==> src/design/assert_macros.svh <==
// assertion macros shared by the receiver design
`ifndef ASSERT_MACROS_SVH
`define ASSERT_MACROS_SVH

// same-cycle implication, checked out of reset
`define SWSR_ASSERT_IMPL(label, ante, cons) \
  label: assert property (@(posedge clk) disable iff (!rst_n) (ante) |-> (cons)) \
    else $error("swsr assertion failed");

// next-cycle implication, checked out of reset
`define SWSR_ASSERT_NEXT(label, ante, cons) \
  label: assert property (@(posedge clk) disable iff (!rst_n) (ante) |=> (cons)) \
    else $error("swsr assertion failed");

`endif

==> src/design/swsr_pkg.sv <==
// shared types and constants of the single-wire sensor frame receiver
`default_nettype none

package swsr_pkg;

  localparam int MaxEdges  = 50;
  localparam int FrameBits = 40;
  localparam int EdgeW     = $clog2(MaxEdges + 1);
  localparam int CntW      = 24;
  localparam int HighW     = 8;
  localparam int StartW    = 16;
  localparam int ValW      = 20;

  localparam logic [StartW-1:0] StartLowReset = 16'd1000;
  localparam logic [CntW-1:0]   TimeoutReset  = 24'd10000;
  localparam logic [HighW-1:0]  HighLimReset  = 8'd60;

  typedef enum logic [1:0] {
    ACT_TICK  = 2'd0,
    ACT_START = 2'd1,
    ACT_CLEAR = 2'd2
  } action_t;

  typedef enum logic [1:0] {
    ST_OK       = 2'd0,
    ST_TIMEOUT  = 2'd1,
    ST_BITCOUNT = 2'd2,
    ST_CHECKSUM = 2'd3
  } status_t;

  typedef enum logic [1:0] {
    CFG_START_LOW = 2'd0,
    CFG_TIMEOUT   = 2'd1,
    CFG_HIGH_LIM  = 2'd2
  } cfg_idx_t;

  typedef struct packed {
    status_t             status;
    logic [ValW-1:0]     humidity_x10;
    logic [ValW-1:0]     temperature_x10;
  } frame_res_t;

endpackage

`default_nettype wire

==> src/design/swsr_frame_check.sv <==
// frame judge: bit count, checksum and scaled readings of a received word
`default_nettype none

module swsr_frame_check
  import swsr_pkg::*;
(
  input  wire logic [FrameBits-1:0] frame,
  input  wire logic [EdgeW-1:0]     edge_count,
  output frame_res_t                res
);

  logic [7:0] b0, b1, b2, b3, b4, sum;
  logic [15:0] hum_raw, temp_raw;

  assign b0 = frame[39:32];
  assign b1 = frame[31:24];
  assign b2 = frame[23:16];
  assign b3 = frame[15:8];
  assign b4 = frame[7:0];
  assign sum = b0 + b1 + b2 + b3;
  assign hum_raw = {b0, b1};
  assign temp_raw = {b2, b3};

  always_comb begin
    res.humidity_x10    = ValW'({hum_raw, 3'b000}) + ValW'({hum_raw, 1'b0});
    res.temperature_x10 = ValW'({temp_raw, 3'b000}) + ValW'({temp_raw, 1'b0});
    if (edge_count != EdgeW'(FrameBits)) begin
      res.status = ST_BITCOUNT;
    end else if (sum != b4) begin
      res.status = ST_CHECKSUM;
    end else begin
      res.status = ST_OK;
    end
  end

endmodule

`default_nettype wire

==> src/design/single_wire_sensor_frame_receiver_core.sv <==
// Single-wire humidity/temperature sensor receiver, top level.
// Input channel: one word per sample tick; in_tuser carries the action
// (tick, start a read, clear stored results), in_tdata bit 0 the sampled pin.
// Output channel: exactly one word per input word, in order: line drive,
// done flag, status, stored humidity and temperature times ten, good flag.
// Configuration channel: cfg_index selects start low ticks, timeout ticks or
// high run limit; always ready, other indexes are dropped.
// Throughput: one word per cycle while in_tready is high; all per-sample
// work is one registered pass from the sequencer registers to the output
// register.
// An output register plus a one-word skid register lets an input word be
// taken while a result waits; in_tready falls only when both hold a word.
// Reset (synchronous, rst_n low) sets the sequencer idle, clears counters,
// stored readings and flags, and loads the default register values.
// When the receiver stalls, results are held and the line state machine
// simply stops advancing; no sample is lost because none is accepted.
`default_nettype none
`include "assert_macros.svh"

module single_wire_sensor_frame_receiver_core
  import swsr_pkg::*;
(
  input  wire logic        clk,
  input  wire logic        rst_n,
  input  wire logic        in_tvalid,
  output logic             in_tready,
  input  wire logic [7:0]  in_tdata,   // [0] pin_level, rest zero
  input  wire logic [1:0]  in_tuser,   // [1:0] action
  output logic             out_tvalid,
  input  wire logic        out_tready,
  // [0] drive_low, [1] done_res, [3:2] status, [23:4] humidity_x10,
  // [43:24] temperature_x10, [44] result_good, rest zero
  output logic [47:0]      out_tdata,
  input  wire logic        cfg_valid,
  output logic             cfg_ready,
  input  wire logic [1:0]  cfg_index,
  input  wire logic [23:0] cfg_data
);

  typedef enum logic [2:0] {
    PH_IDLE  = 3'd0,
    PH_START = 3'd1,
    PH_FALL  = 3'd2,
    PH_LOW   = 3'd3,
    PH_HIGH  = 3'd4,
    PH_RECV  = 3'd5
  } phase_t;

  logic [StartW-1:0]    start_low_r;
  logic [CntW-1:0]      timeout_r;
  logic [HighW-1:0]     high_lim_r;

  phase_t               phase_r, phase_nxt;
  logic [CntW-1:0]      phase_cnt_r, phase_cnt_nxt;
  logic [HighW-1:0]     high_r, high_nxt;
  logic [CntW-1:0]      low_r, low_nxt;
  logic                 prev_r, prev_nxt;
  logic [EdgeW-1:0]     edge_r, edge_nxt;
  logic [FrameBits-1:0] shift_r, shift_nxt;
  logic [ValW-1:0]      hum_r, hum_nxt;
  logic [ValW-1:0]      temp_r, temp_nxt;
  logic                 good_r, good_nxt;

  logic                 out_valid_r, skid_valid_r;
  logic [47:0]          out_data_r, skid_data_r;

  logic                 accept, pop, pin;
  action_t              action;
  logic                 drive, done;
  status_t              status;
  logic [47:0]          res_word;

  logic [CntW-1:0]      cnt_inc;
  logic [HighW-1:0]     high_inc;
  logic [CntW-1:0]      low_inc;
  logic                 fall, bit_val, ending;
  logic [EdgeW-1:0]     edge_new;
  logic [FrameBits-1:0] shift_new;
  logic                 wait_level;
  phase_t               wait_next;
  frame_res_t           fres;

  assign accept    = in_tvalid && in_tready;
  assign pop       = out_valid_r && out_tready;
  assign in_tready = !skid_valid_r;
  assign cfg_ready = 1'b1;
  assign out_tvalid = out_valid_r;
  assign out_tdata  = out_data_r;
  assign pin       = in_tdata[0];
  assign action    = action_t'(in_tuser);

  // receive datapath
  assign cnt_inc   = (phase_cnt_r == '1) ? phase_cnt_r : phase_cnt_r + 1'b1;
  assign high_inc  = (pin && high_r != '1) ? high_r + 1'b1 : high_r;
  assign low_inc   = (!pin && low_r != '1) ? low_r + 1'b1 : low_r;
  assign fall      = prev_r && !pin;
  assign bit_val   = {{(CntW-HighW){1'b0}}, high_inc} >= low_inc;
  assign shift_new = fall ? {shift_r[FrameBits-2:0], bit_val} : shift_r;
  assign edge_new  = fall ? edge_r + 1'b1 : edge_r;
  assign ending    = (high_inc > high_lim_r) || (fall && edge_new >= EdgeW'(MaxEdges));

  swsr_frame_check u_check (
    .frame      (shift_new),
    .edge_count (edge_new),
    .res        (fres)
  );

  always_comb begin
    wait_level = 1'b1;
    wait_next  = PH_LOW;
    case (phase_r)
      PH_LOW: begin
        wait_level = 1'b0;
        wait_next  = PH_HIGH;
      end
      PH_HIGH: begin
        wait_next = PH_RECV;
      end
      default: begin
        wait_level = 1'b1;
        wait_next  = PH_LOW;
      end
    endcase
  end

  always_comb begin
    phase_nxt     = phase_r;
    phase_cnt_nxt = phase_cnt_r;
    high_nxt      = high_r;
    low_nxt       = low_r;
    prev_nxt      = prev_r;
    edge_nxt      = edge_r;
    shift_nxt     = shift_r;
    hum_nxt       = hum_r;
    temp_nxt      = temp_r;
    good_nxt      = good_r;
    drive         = 1'b0;
    done          = 1'b0;
    status        = ST_OK;
    case (action)
      ACT_START: begin
        drive = 1'b1;
        if ({{(CntW-StartW){1'b0}}, start_low_r} <= CntW'(1)) begin
          phase_nxt     = PH_FALL;
          phase_cnt_nxt = '0;
        end else begin
          phase_nxt     = PH_START;
          phase_cnt_nxt = CntW'(1);
        end
      end
      ACT_CLEAR: begin
        hum_nxt  = '0;
        temp_nxt = '0;
        good_nxt = 1'b0;
        drive    = (phase_r == PH_START);
      end
      ACT_TICK: begin
        case (phase_r)
          PH_IDLE: begin
            phase_nxt = PH_IDLE;
          end
          PH_START: begin
            drive         = 1'b1;
            phase_cnt_nxt = cnt_inc;
            if (cnt_inc >= {{(CntW-StartW){1'b0}}, start_low_r}) begin
              phase_nxt     = PH_FALL;
              phase_cnt_nxt = '0;
            end
          end
          PH_FALL, PH_LOW, PH_HIGH: begin
            if (pin == wait_level) begin
              phase_cnt_nxt = cnt_inc;
              if (cnt_inc > timeout_r) begin
                phase_nxt     = PH_IDLE;
                phase_cnt_nxt = '0;
                done          = 1'b1;
                status        = ST_TIMEOUT;
              end
            end else begin
              phase_nxt     = wait_next;
              phase_cnt_nxt = '0;
              if (wait_next == PH_RECV) begin
                high_nxt  = '0;
                low_nxt   = '0;
                prev_nxt  = 1'b0;
                edge_nxt  = '0;
                shift_nxt = '0;
              end
            end
          end
          PH_RECV: begin
            high_nxt  = fall ? '0 : high_inc;
            low_nxt   = fall ? '0 : low_inc;
            edge_nxt  = edge_new;
            shift_nxt = shift_new;
            prev_nxt  = pin;
            if (ending) begin
              done          = 1'b1;
              status        = fres.status;
              phase_nxt     = PH_IDLE;
              phase_cnt_nxt = '0;
              if (fres.status == ST_OK) begin
                hum_nxt  = fres.humidity_x10;
                temp_nxt = fres.temperature_x10;
                good_nxt = 1'b1;
              end
            end
          end
          default: begin
            phase_nxt = PH_IDLE;
          end
        endcase
      end
      default: begin
        phase_nxt = phase_r;
      end
    endcase
  end

  assign res_word = {3'b000, good_nxt, temp_nxt, hum_nxt, status, done, drive};

  always_ff @(posedge clk) begin
    if (!rst_n) begin
      phase_r      <= PH_IDLE;
      phase_cnt_r  <= '0;
      high_r       <= '0;
      low_r        <= '0;
      prev_r       <= 1'b0;
      edge_r       <= '0;
      shift_r      <= '0;
      hum_r        <= '0;
      temp_r       <= '0;
      good_r       <= 1'b0;
      out_valid_r  <= 1'b0;
      skid_valid_r <= 1'b0;
    end else begin
      if (accept) begin
        phase_r     <= phase_nxt;
        phase_cnt_r <= phase_cnt_nxt;
        high_r      <= high_nxt;
        low_r       <= low_nxt;
        prev_r      <= prev_nxt;
        edge_r      <= edge_nxt;
        shift_r     <= shift_nxt;
        hum_r       <= hum_nxt;
        temp_r      <= temp_nxt;
        good_r      <= good_nxt;
      end
      if (skid_valid_r) begin
        if (pop) begin
          out_data_r   <= skid_data_r;
          skid_valid_r <= 1'b0;
        end
      end else if (accept) begin
        if (!out_valid_r || pop) begin
          out_data_r  <= res_word;
          out_valid_r <= 1'b1;
        end else begin
          skid_data_r  <= res_word;
          skid_valid_r <= 1'b1;
        end
      end else if (pop) begin
        out_valid_r <= 1'b0;
      end
    end
  end

  always_ff @(posedge clk) begin
    if (!rst_n) begin
      start_low_r <= StartLowReset;
      timeout_r   <= TimeoutReset;
      high_lim_r  <= HighLimReset;
    end else if (cfg_valid && cfg_ready) begin
      case (cfg_idx_t'(cfg_index))
        CFG_START_LOW: start_low_r <= cfg_data[StartW-1:0];
        CFG_TIMEOUT:   timeout_r   <= cfg_data[CntW-1:0];
        CFG_HIGH_LIM:  high_lim_r  <= cfg_data[HighW-1:0];
        default:       high_lim_r  <= high_lim_r;
      endcase
    end
  end

  `SWSR_ASSERT_IMPL(a_skid_behind_out, skid_valid_r, out_valid_r)
  `SWSR_ASSERT_IMPL(a_idle_cnt_zero, phase_r == PH_IDLE, phase_cnt_r == '0)
  `SWSR_ASSERT_IMPL(a_recv_edges, phase_r == PH_RECV, edge_r < EdgeW'(MaxEdges))
  `SWSR_ASSERT_NEXT(a_start_enters, accept && action == ACT_START,
                    phase_r == PH_START || phase_r == PH_FALL)
  `SWSR_ASSERT_IMPL(a_no_result_zero, !good_r, hum_r == '0 && temp_r == '0)

endmodule

`default_nettype wire

==> config.mk <==
export PLATFORM = sky130hd
export DESIGN_NAME = single_wire_sensor_frame_receiver_core
export DESIGN_NICKNAME = d
export VERILOG_FILES = /design/src/design/swsr_pkg.sv /design/src/design/swsr_frame_check.sv /design/src/design/single_wire_sensor_frame_receiver_core.sv
export VERILOG_INCLUDE_DIRS = /design/src /design/src/design
export SDC_FILE = /design/constraint.sdc
export NUM_CORES = 1
export LEC_CHECK = 0
export BUFFER_PORTS_ARGS = -buffer_cell sky130_fd_sc_hd__buf_4
export CORE_ASPECT_RATIO = 1.25
export CORE_MARGIN = 1.5
export CORE_UTILIZATION = 45
export CTS_CLUSTER_SIZE = 28
export DETAILED_ROUTE_END_ITERATION = 6
export PLACE_DENSITY = 0.62
export REMOVE_ABC_BUFFERS = 1
export SYNTH_ARGS = -nofsm -noshare
export SYNTH_HDL_FRONTEND = slang
export SYNTH_HIERARCHICAL = 1
export SYNTH_SLANG_ARGS = --single-unit
==> constraint.sdc <==
create_clock -name clk -period 10.55 [get_ports clk]
set_input_delay 1.5825 -clock clk [delete_from_list [all_inputs] [get_ports clk]]
set_output_delay 1.5825 -clock clk [all_outputs]
set_load 0.03 [all_outputs]
### Word level (Yosys, flattened, before mapping)

Cells that the tools add are included.

| storage, ports and cells | value |
|---|---|
| output and inout port bits | 51 |
| register bits after elaboration | 290 |
| logic and storage cells | 162 |
| bits of input ports | 41 |

| operators by class | value |
|---|---|
| magnitude comparators | 6 |
| equal/unequal tests | 24 |
| reduce and logical (&&, ||, !) cells | 29 |
| bitwise operators | 2 |
| muxes and demuxes | 75 |
| add/sub/neg operators | 9 |

Operators by type and width:

| cell | count |
|---|---|
| 2-to-1 mux 24 bit | 9 |
| 2-to-1 mux 48 bit | 4 |
| 2-to-1 mux 20 bit | 6 |
| 2-to-1 mux 40 bit | 3 |
| one-hot mux 24 bit (2 select lines) | 2 |
| one-hot mux 20 bit (2 select lines) | 2 |
| one-hot mux 40 bit (2 select lines) | 1 |
| one-hot mux 24 bit (3 select lines) | 1 |
| adder 24 x 1 -> 24 bit, second input constant | 2 |
| adder 19 x 17 -> 20 bit | 2 |
| 2-to-1 mux 8 bit | 4 |
| adder 8 bit | 3 |
| == test 24 bit, second input constant | 1 |
| >= comparator 24 x 16 -> 1 bit | 1 |
| >= comparator 8 x 24 -> 1 bit | 1 |
| > comparator 24 bit | 1 |
| != test 24 bit, second input constant | 1 |
| 2-to-1 mux 1 bit | 21 |
| 2-to-1 mux 6 bit | 3 |
| <= comparator 16 x 1 -> 1 bit, second input constant | 1 |
| one-hot mux 8 bit (2 select lines) | 1 |
| 2-to-1 mux 3 bit | 4 |
| one-hot mux 3 bit (2 select lines) | 2 |
| one-hot mux 6 bit (2 select lines) | 1 |
| other kinds (34) | 68 |

### Longest topological paths before layout

Gate-level depths: netlist of the first run.

| logic depth | value |
|---|---|
| word-level depth | 19 |
| gate-level depth with buffers | 24 |
| gate-level depth less buffers | 23 |

### By module

Netlist of the first run, hierarchy kept.

By module, submodules not included:

| module | sequential area each (µm²) | cells an instance | area each (µm²) | instances |
|---|---|---|---|---|
| single_wire_sensor_frame_receiver_core | 6646.4 | 1662 | 14824.2 | 1 |
| swsr_frame_check | 0.0 | 263 | 2150.8 | 1 |

### Worst setup path before layout of the first run

OpenSTA, ideal clock, no wires.

| timing path | value |
|---|---|
| path kind | input-to-reg |
| start | input port rst_n |
| end | register skid_data_r[0] (enable) |
| arrival time | 6.523 ns |
| setup slack | 3.463 ns |
| data required time | 9.986 ns |
| cell stages on the path | 4 |
| library setup time | 0.564 ns |
| buffers on the path | 2 |
| cell sequence | clkbuf_1 clkinv_1 clkbuf_1 nor4_1 |

| between the ends | value |
|---|---|
| word-level cells in the longest chain between the ends | 1 |

Ends and longest elaborated chain:

| element | line | RTL |
|---|---|---|
| start: declaration | single_wire_sensor_frame_receiver_core.sv:24 | `input wire logic rst_n,` |
| AND reduction 4 bit (no line) | - |  |
| end signal: assignment | single_wire_sensor_frame_receiver_core.sv:259 | `skid_data_r <= res_word;` |
| end: declaration | single_wire_sensor_frame_receiver_core.sv:65 | `logic [47:0] out_data_r, skid_data_r;` |

No other way between the ends.
A chain may end at the register's enable or synchronous reset.

==> metrics.yaml, run 1 <==
outcome: "finished, final reports clean"
area_delta_synth_final_pct: 11.37
setup_viol: 0
start_util: 0.4567
nets: 2079
drc: 0
peakVddDrop_mv: 0.1118
drive_gt1_frac: 0.1189
port_buffers: 80
cp_max_fo: 41
cts_tree: "done"
antenna_found_initial: 0
vias: 13970
yosys_warnings: 6
power_density_nw_per_um2: 128.4
max_freq_mhz: 139.1
async_reset_ff_frac: 0
crit_type: "in2reg"
clockBufferDepth: 3
cts_hold_buf: 0
worst_slew_pin_slew_ns: 1.084
die_area_um2: 38900
gp_congestion: 0.8435
detail_route.vias_per_cell: 5.731
drt_pre_antenna_iters: 5
cp.required_ns: 11.01
htreeDepth: 1
cp-start-kind: "input port"
endpoint_kind: "flip-flop"
report.final.slew_viol_count: 0
grt_overflow: 0
synth_cell_types: 92
fin_hold_ws_ns: 0.4504
syn_area_per_cell_um2: 8.818
hold_class: "reg2reg"
cp_slowest_stage_delay_ns: 0.85
rows: 79
synth_edf_count: 90
coreArea_um2: 37170
ys_ff_latch: 287
io_pins: 92
drt_iter0_markers: 838
fillers: 3560
cts_made_buffers: 31
post_cts_buffers: 0
rsz0062_at_grt: "false"
timing.slew.headroom: 0.2741
wire_per_inst_um: 16.70
syn_area_um2: 16980
path_clk_slew_ns: 0.06
crit_path_cell_trace: "buf_4 -> nor2b_2 -> nand2_1 -> nand2_1 -> inv_1 -> fa_1 -> fa_1 -> inv_1 -> ha_1 -> xor2_1 -> a2111oi_2 -> nor3_1 -> nor4b_2 -> nand2_1 -> nor3_1 -> nand3_1 -> a2bb2oi_4 -> buf_4 -> o21a_2 -> a22o_1"
finalCritPeriodShare: 0.6816
n_antenna_cell: 0
grt_pass1_vias: 13640
slowest_stage: "nor2b_2"
grt_max_degree: 75
hpwl_mm: 27.67
grt_pass1_wl_mm: 68.63
gr-usage-all-layers: 0.2137
leakagePower_nw: 7.615
period_needed_ns: 7.191
synth.yosys.seq_area_share: 0.3915
die_h_um: 220.1
synthFlopType: "dfxtp_1"
final.setup.tns_ns: 0
routed_wl_mm: 40.73
worst_path_most_repeated_cell: "nand2_1"
clkLatencyLatePin_ns: 0.58
postCtsResizedCells: 0
cp.arrival_ns: 7.65
finClkSkew_ns: 0.01437
synth_cells: 1925
drv_cap: 0
ant_nets: 0
dieWidth_um: 176.7
root_buffer: "clkbuf_16"
hold_viol: 0
cts.sinks: 287
-- state kept, by name, summed over array words and instances, names as in the netlist --
| signal | flops |
|---|---|
| out_tdata | 45 |
| out_tvalid | 1 |
| prev_r | 1 |
| temp_r | 20 |
| hum_r | 20 |
| start_low_r | 16 |
| skid_data_r | 45 |
| high_lim_r | 8 |
| timeout_r | 24 |
| phase_r | 3 |
| shift_r | 40 |
| good_r | 1 |
| high_r | 8 |
| phase_cnt_r | 24 |
| edge_r | 6 |
| skid_valid_r | 1 |
| low_r | 24 |
-- worst max-delay path, delay by kind of cell --
family / cells / cell delay, ns
buf+inv: 4 / 0.71
compound gates: 4 / 1.38
xor+xnor: 1 / 0.21
fa+ha+maj: 3 / 1.37
simple gates: 8 / 2.31
-- worst paths after layout --
kind                from         end  slack, ns  cells past startpoint
min reg2reg    edge_r[4]   edge_r[4]       0.45                      2
min            edge_r[4]   edge_r[4]       0.45                      2
max          in_tdata[0]  temp_r[10]       3.36                     20
max reg2reg     low_r[0]  temp_r[10]       4.06                     24
-- cells in the final DEF (no fill, tap or decap), types with 13 or more instances in the layout --
| cell type | count |
|---|---|
| nor3_1 | 41 |
| mux2_2 | 44 |
| o211ai_1 | 23 |
| a22o_1 | 80 |
| a21oi_1 | 149 |
| o21ai_0 | 48 |
| inv_1 | 78 |
| xor2_1 | 29 |
| nor2_1 | 95 |
| ha_1 | 94 |
| nand4_1 | 35 |
| dfxtp_1 | 196 |
| a21o_1 | 25 |
| nand2_1 | 329 |
| a211oi_1 | 17 |
| clkbuf_16 | 34 |
| fa_1 | 16 |
| edfxtp_1 | 90 |
| and3_1 | 17 |
| nor4_1 | 13 |
| buf_4 | 99 |
| nand3_1 | 84 |
| o2111ai_1 | 13 |
| xnor2_1 | 72 |
-- report_power, final --
group	internal (W)	switching, W
Clock	0.000669	0.000463
Combinational	0.0000422	0.0000947
Sequential	0.00115	0.00000740
-- metrics by stage --
stage	worst slack [ns]	utilization	std cells	instance area, um^2	power, W
6_report	3.359	0.5087	2438	18900	0.002427
3_5_place_dp	2.749	0.4802	2381	17850	0.001320
5_1_grt	2.931	0.5087	2438	18900	0.002510
3_3_place_gp	2.804	0.4802	2381	17850	0.001318
2_1_floorplan	0.6931	-	1796	16430	0.001261
4_1_cts	3.335	0.5087	2438	18900	0.002457
-- layout make-up --
type	count	area, um^2	share of cell area
clock buffers	41	897.1	0.04746
clock inverters	16	161.4	0.008538
inverters	80	302.8	0.01602
multi-input cells	1429	9544	0.5049
flip-flops and latches	287	6648	0.3516
well taps	486	608.1	0.03217
repair buffers	99	743.2	0.03931
-- per-layer routing --
metal,GRT usage,part of all wire,vias up
met5,0,0,-
met4,0.06582,0.019,0
met3,0.02457,0.038,48
met2,0.3868,0.51,285
met1,0.2647,0.44,6710
li1,-,-,6930
-- Yosys cell counts, types with 7 or more instances --
library cell	number	area, um^2
nand2b_1	11	68.82
a21o_1	25	187.7
a22o_1	80	700.7
nor3b_1	9	67.56
fa_1	16	320.3
inv_1	78	292.8
a31oi_1	11	68.82
xor2_1	29	254.0
nand2_1	329	1235
edfxtp_1	90	2703
a211oi_1	17	127.6
a21oi_1	149	745.7
dfxtp_1	197	3944
a22oi_1	7	52.55
xnor2_1	72	630.6
and2_1	8	50.05
o211ai_1	23	172.7
nor4_1	15	93.84
nor3_1	41	205.2
mux2_2	44	495.5
o2111ai_1	13	113.9
or4_1	7	52.55
nor2b_1	8	50.05
o21a_1	12	90.09
o21ai_0	48	240.2
nand4_1	35	219.0
buf_1	15	56.30
ha_1	94	1176
clkbuf_1	99	371.6
mux2i_1	11	110.1
nand3_1	84	420.4
and3_1	17	106.4
buf_4	11	82.58
nor2_1	97	364.1
-- cells by family after synthesis --
family,Yosys count,share of synthesized area
AO/OA/AOI/OAI,445,0.1819
XOR/XNOR,102,0.05344
adder cells (fa/ha/maj),110,0.08816
buffers and inverters,212,0.05019
flip-flops,287,0.3915
multiplexers,55,0.03568
other,3,0.0006633
AND/OR/NAND/NOR,711,0.1984
(Power assumes the default switching activity.)
==> run 2, diff against run 1 <==
- PLACE_DENSITY: 0.62 -> 0.64
- clock period: 10.55 -> 6.3 ns (I/O delays scaled with it)
==> run 2 against run 1 <==
  * Sequential share of layout area is 0.78 points lower
  * Final cell count rose by 1.9%
  * Register-to-register slack worse by 3.5 ns
  * Critical path type is now reg2reg
  * Largest cell class unchanged
  * Largest power group unchanged
  * Highest routed layer unchanged
==> metrics.yaml, run 2 (synthesis results as in run 1) <==
drt_pre_antenna_iters: 5  # unchanged
power_density_nw_per_um2: 211.3  # was 128.4 nW/um^2
layout_common_cells: "nand2_1 (329), dfxtp_1 (196), a21oi_1 (149), buf_4 (139), nor2_1 (95)"  # was nand2_1 (329), dfxtp_1 (196), a21oi_1 (149), buf_4 (99), nor2_1 (95)
endpoint_kind: "flip-flop"  # unchanged
vias: 14060  # was 13970
hold_class: "reg2reg"  # unchanged
peakVddDrop_mv: 0.1952  # was 0.1118 mV
coreArea_um2: 37170  # unchanged
layout_commonest_cell: "nand2_1"  # unchanged
fillers: 3483  # was 3560
port_buffers: 80  # unchanged
hpwl_mm: 28.37  # was 27.67 mm
crit_type: "reg2reg"  # was in2reg
r2r_cells: 24  # unchanged
worst_slew_pin_slew_ns: 1.254  # was 1.084 ns
n_antenna_cell: 0  # unchanged
gp_congestion: 0.8673  # was 0.8435
start_util: 0.4567  # unchanged
leakagePower_nw: 7.903  # was 7.615 nW
timing.slew.headroom: 0.1615  # was 0.2741
slowest_stage: "dfxtp_1"  # was nor2b_2
dp.cells: 2427  # was 2381
die_h_um: 220.1  # unchanged
report.final.slew_viol_count: 0  # unchanged
area_delta_synth_final_pct: 13.90  # was 11.37%
worst-path-stages: 24  # was 20
register_area_um2: 6648  # unchanged
drt_iter0_markers: 879  # was 838
grt_pass1_vias: 13680  # was 13640
cp.arrival_ns: 6.05  # was 7.65 ns
nets: 2125  # was 2079
die_area_um2: 38900  # unchanged
clockBufferDepth: 3  # unchanged
cts.sinks: 287  # unchanged
cp_slowest_stage_delay_ns: 0.43  # was 0.85 ns
wire_per_inst_um: 16.55  # was 16.70 um
drv_cap: 0  # unchanged
worst_path_most_repeated_cell: "nand3_1"  # was nand2_1
io_pins: 92  # unchanged
multiInputGateArea_um2: 9552  # was 9544 um^2
rsz0062_at_grt: "false"  # unchanged
detail_route.vias_per_cell: 5.659  # was 5.731
rows: 79  # unchanged
root_buffer: "clkbuf_16"  # unchanged
htreeDepth: 1  # unchanged
cts_made_buffers: 31  # unchanged
path_buf_inv: 1  # was 4
clkLatencyLatePin_ns: 0.57  # was 0.58 ns
routed_wl_mm: 41.12  # was 40.73 mm
hold_depth: 2  # unchanged
cp.required_ns: 6.62  # was 11.01 ns
final_cells: 2484  # was 2438
gr-usage-all-layers: 0.2136  # was 0.2137
path_clk_slew_ns: 0.06  # about the same
cts_tree: "done"  # unchanged
dieWidth_um: 176.7  # unchanged
final_util: 0.5202  # was 0.5087
drive_gt1_frac: 0.1386  # was 0.1189
antenna_found_initial: 0  # unchanged
outcome: "finished, final reports clean"  # unchanged
crit_path_cell_trace: "ha_1 -> nand3_1 -> nor4_4 -> a21o_1 -> nor2_1 -> nand3_1 -> xor2_1 -> ha_1 -> o21ai_0 -> nand2b_1 -> o2111a_1 -> nand4_1 -> o31ai_1 -> xnor2_1 -> nand3_1 -> nor3_1 -> nor4b_2 -> nand2_1 -> nor3_1 -> nand3_1 -> a2bb2oi_4 -> buf_12 -> a22o_1 -> mux2_2"  # was buf_4 -> nor2b_2 -> nand2_1 -> nand2_1 -> inv_1 -> fa_1 -> fa_1 -> inv_1 -> ha_1 -> xor2_1 -> a2111oi_2 -> nor3_1 -> nor4b_2 -> nand2_1 -> nor3_1 -> nand3_1 -> a2bb2oi_4 -> buf_4 -> o21a_2 -> a22o_1
drc: 0  # unchanged
cp-start-kind: "flip-flop"  # was input port
cp_max_fo: 32  # was 41
max_freq_mhz: 174.4
finClkSkew_ns: 0.01253  # was 0.01437 ns
cp_top_family: "simple AND/OR/NAND/NOR gates"  # unchanged
hold_viol: 0  # unchanged
period_needed_ns: 5.736
grt_pass1_wl_mm: 68.79  # was 68.63 mm
cts_hold_buf: 0  # unchanged
grt_max_degree: 82  # was 75
post_cts_buffers: 0  # unchanged
finalCritPeriodShare: 0.9104
setup_viol: 0  # unchanged
ant_nets: 0  # unchanged
grt_overflow: 0  # unchanged
-- run 2: changes by cell type in the layout (fill, tap and decap cells not counted), sizes merged --
cell,change
buf,+46
clkbuf,-3
bufinv,+2
clkinv,+1
clkinvlp,-1
inv,+1
-- run 2: worst min-delay path, cell delays in order (launching register included) --
cell and delay, ns:
dfxtp_1 0.30, nand2_1 0.05, a21oi_1 0.05
-- run 2: per-layer routing --
| layer | share of wire | GRT usage |
|---|---|---|
| met5 | 0 | 0 |
| met4 | 0.020 | 0.05593 |
| met3 | 0.033 | 0.02148 |
| met2 | 0.50 | 0.3868 |
| met1 | 0.44 | 0.2703 |
-- run 2: final timing paths --
check,end,slack [ns],startpoint
setup / recovery,out_tdata[31],0.56,low_r[0]
hold / removal,timeout_r[5],0.45,timeout_r[5]
setup reg to reg,out_tdata[31],0.56,low_r[0]
hold reg to reg,timeout_r[5],0.45,timeout_r[5]
-- run 2: cell type report --
type | instances | area share
Tap cell | 486 | 0.03145
Clock buffer | 38 | 0.04303
Multi-Input combinational cell | 1429 | 0.4940
Sequential cell | 287 | 0.3438
Clock inverter | 19 | 0.01184
Inverter | 80 | 0.01566
Timing Repair Buffer | 145 | 0.06018
-- run 2: repair_timing --
| item | CTS | global route |
|---|---|---|
| gates resized for setup | 0 | 1 |
| hold endpoints to repair | 0 | 0 |
| endpoints found under the setup margin | 0 | 40 |
-- run 2: stage by stage --
stage	hold WS, ns	cell area [um^2]	total power [W]	TNS [ns]	worst slack, ns
after CTS	0.4546	19330	0.004133	0	0.3732
after floorplan	0.4319	16430	0.002112	-313.67	-2.919
after global placement	0.4387	18270	0.002210	0	0.2153
after detailed placement	0.4470	18270	0.002215	0	0.1220
after global routing	0.4782	19330	0.004220	0	0.1174
final	0.4519	19330	0.004086	0	0.5644
-- run 2: where the power goes --
group          total (W)  internal [W]  leakage (nW)  switching [W]
Sequential       0.00194       0.00193          2.53      0.0000156
Combinational   0.000230     0.0000739          4.84       0.000156
Clock            0.00191       0.00114         0.525       0.000773
==> run 3, diff against run 2 <==
- ABC_AREA: unset -> 1
==> run 3 against run 2 <==
  * Register-to-register slack improved by 0.36 ns
  * Cell area rose by 3.5%
  * Flip-flop and latch count is the same
  * Critical path type unchanged
  * Highest routed layer unchanged
==> metrics.yaml, run 3 <==
power_density_nw_per_um2: 219.7  # was 211.3 nW/um^2
antenna_found_initial: 0  # unchanged
rsz0062_at_grt: "false"  # unchanged
hpwl_mm: 29.87  # was 28.37 mm
cts_made_buffers: 34  # was 31
endpoint_kind: "flip-flop"  # unchanged
drt_iter0_markers: 762  # was 879
synthAdderAreaFrac: 0.08311  # was 0.08816
worst_slew_pin_slew_ns: 1.116  # was 1.254 ns
grt_pass1_wl_mm: 71.90  # was 68.79 mm
synthTopCellsByCount: "nand2_1 (715), inv_1 (300), a21oi_1 (221)"  # was nand2_1 (329), dfxtp_1 (197), a21oi_1 (149)
layout_commonest_cell: "nand2_1"  # unchanged
synth-simple-area-share: 0.2561  # was 0.1984
slowest_stage: "dfxtp_1"  # unchanged
swShare: 0.2441  # was 0.2313
grt_pass1_vias: 15120  # was 13680
area_delta_synth_final_pct: 11.13  # was 13.90%
syn_area_um2: 18000  # was 16980 um^2
vias: 15750  # was 14060
combPwrFrac: 0.088  # was 0.056
dp.cells: 2946  # was 2427
die_h_um: 226.6  # was 220.1 um
async_reset_ff_frac: 0  # unchanged
leakagePower_nw: 9.091  # was 7.903 nW
report.final.slew_viol_count: 0  # unchanged
yosysMostFrequentCell: "nand2_1"  # unchanged
cp_max_fo: 48  # was 32
rows: 81  # was 79
p_switching_w: 0.001073  # was 0.0009453 W
setup_viol: 0  # unchanged
wire_per_inst_um: 14.40  # was 16.55 um
p_clk_frac: 0.457  # was 0.468
cts_hold_buf: 0  # unchanged
gp_congestion: 0.8661  # was 0.8673
drc: 0  # unchanged
synth_cell_types: 60  # was 92
drv_cap: 0  # unchanged
dieWidth_um: 181.9  # was 176.7 um
period_needed_ns: 5.372  # was 5.736 ns
synth_edf_count: 90  # unchanged
yosys-top-cells-area: "dfxtp_1 (22%), edfxtp_1 (15%), nand2_1 (15%)"  # was dfxtp_1 (23%), edfxtp_1 (16%), nand2_1 (7.3%)
grt_max_degree: 83  # was 82
die_area_um2: 41230  # was 38900 um^2
syn_area_per_cell_um2: 7.328  # was 8.818 um^2
drive_gt1_frac: 0.1032  # was 0.1386
final_cells: 3007  # was 2484
cp.arrival_ns: 5.59  # was 6.05 ns
fin_hold_ws_ns: 0.4589  # was 0.4519 ns
timing.slew.headroom: 0.2545  # was 0.1615
outcome: "finished, final reports clean"  # unchanged
layout_common_cells: "nand2_1 (714), inv_1 (300), a21oi_1 (221), dfxtp_1 (197), nor2_1 (151)"  # was nand2_1 (329), dfxtp_1 (196), a21oi_1 (149), buf_4 (139), nor2_1 (95)
nets: 2635  # was 2125
pwr-share-seq: 0.455  # was 0.475
start_util: 0.4579  # was 0.4567
muxShareOfSynthArea: 0.001251  # was 0.03567
startpoint: "low_r[0]"  # unchanged
synth_largest_area_cell: "dfxtp_1"  # unchanged
gr-usage-all-layers: 0.2119  # was 0.2136
htreeDepth: 2  # was 1
detail_route.vias_per_cell: 5.237  # was 5.659
final.setup.tns_ns: 0  # unchanged
synth.yosys.seq_area_share: 0.3691  # was 0.3915
crit_type: "reg2reg"  # unchanged
cts_tree: "done"  # unchanged
finClkSkew_ns: 0.01869  # was 0.01253 ns
cp_slowest_stage_delay_ns: 0.40  # was 0.43 ns
yosys_warnings: 6  # unchanged
io_pins: 92  # unchanged
max_freq_mhz: 186.1  # was 174.4 MHz
grt_overflow: 0  # unchanged
drt_pre_antenna_iters: 6  # was 5
peakVddDrop_mv: 0.1936  # was 0.1952 mV
coreArea_um2: 39320  # was 37170 um^2
root_buffer: "clkbuf_16"  # unchanged
r2r_start: "low_r[0]"  # unchanged
hold_class: "reg2reg"  # unchanged
ys_ff_latch: 287  # unchanged
port_buffers: 80  # unchanged
synth_cells: 2457  # was 1925
synth_top_area_frac: 0.2190  # was 0.2323
cp.required_ns: 6.52  # was 6.62 ns
fillers: 3944  # was 3483
clkLatencyLatePin_ns: 0.53  # was 0.57 ns
finalCritPeriodShare: 0.8527  # was 0.9104
postCtsResizedCells: 0  # unchanged
ant_nets: 0  # unchanged
synthFlopType: "dfxtp_1"  # unchanged
p_int_w: 0.003323  # was 0.003141 W
n_antenna_cell: 0  # unchanged
hp-start: "timeout_r[19]"  # was timeout_r[5]
cp-start-kind: "flip-flop"  # unchanged
hold_viol: 0  # unchanged
path_clk_slew_ns: 0.06  # about the same
synth_top_family_by_area: "simple AND/OR/NAND/NOR gates"  # unchanged
routed_wl_mm: 43.29  # was 41.12 mm
post_cts_buffers: 0  # unchanged
synthXorXnorAreaFrac: 0.03495  # was 0.05344
clockBufferDepth: 3  # unchanged
synth-compound-area-share: 0.1582  # was 0.1819
setup_slack_ns: 0.9278  # was 0.5644 ns
worst_path_most_repeated_cell: "nand2_1"  # was nand3_1
cts.sinks: 287  # unchanged
pre_cts_ws_ns: 0.4826  # was 0.1220 ns
[run 3: metal layers]
| layer | vias to the layer above | track usage | wire (um) |
|---|---|---|---|
| met3 | 71 | 0.03068 | 1551 |
| met4 | 0 | 0.07145 | 1064 |
| met2 | 251 | 0.3957 | 21970 |
| met5 | - | 0 | 0 |
| met1 | 7299 | 0.2471 | 18700 |
| li1 | 8128 | - | - |
[run 3: final cells by class]
cell class	count	area (um^2)	area share
clock inverter	6	86.33	0.004315
sequential	287	6646	0.3322
tap	498	623.1	0.03114
inverter	314	1181	0.05903
multi-input combinational	1748	9662	0.4829
timing repair buffer	99	755.7	0.03777
clock buffer	55	1054	0.05265
[run 3: power by group through the flow]
stage / Clock [W] / Sequential (W) / Combinational [W]
floorplan: 0 / 0.00207 / 0.000221
global placement: 0 / 0.00204 / 0.000377
detailed placement: 0 / 0.00204 / 0.000387
CTS: 0.00207 / 0.00200 / 0.000389
global route: 0.00214 / 0.00200 / 0.000433
finish: 0.00201 / 0.00200 / 0.000385
[run 3: final timing paths]
check,to,slack [ns],cells after the start
setup / recovery,out_tdata[34],0.93,34
hold / removal,timeout_r[19],0.46,2
setup reg to reg,out_tdata[34],0.93,34
hold reg to reg,timeout_r[19],0.46,2
[run 3: worst max-delay path, delay by kind of cell, from the launching register on]
kind | cells | cell delay, ns
fa+ha+maj | 2 | 0.47
buf+inv | 5 | 0.75
simple gates | 20 | 2.36
xor+xnor | 2 | 0.33
flops | 1 | 0.40
compound gates | 5 | 0.71
[run 3: cells by family after synthesis]
kind of cell,Yosys count
and+or+nand+nor,1092
AOI/OAI and AO/OA,467
buffers and inverters,425
DFF,287
adders and majority gates,110
xor gates and xnor gates,71
other,3
muxes,2
[run 3: through the flow]
stage                     total power, W  utilization  area (um^2)
after floorplan                 0.002293            -        17450
after global placement          0.002414       0.4798        18870
after detailed placement        0.002427       0.4798        18870
after CTS                       0.004462       0.5088        20010
after global routing            0.004577       0.5088        20010
final                           0.004396       0.5088        20010
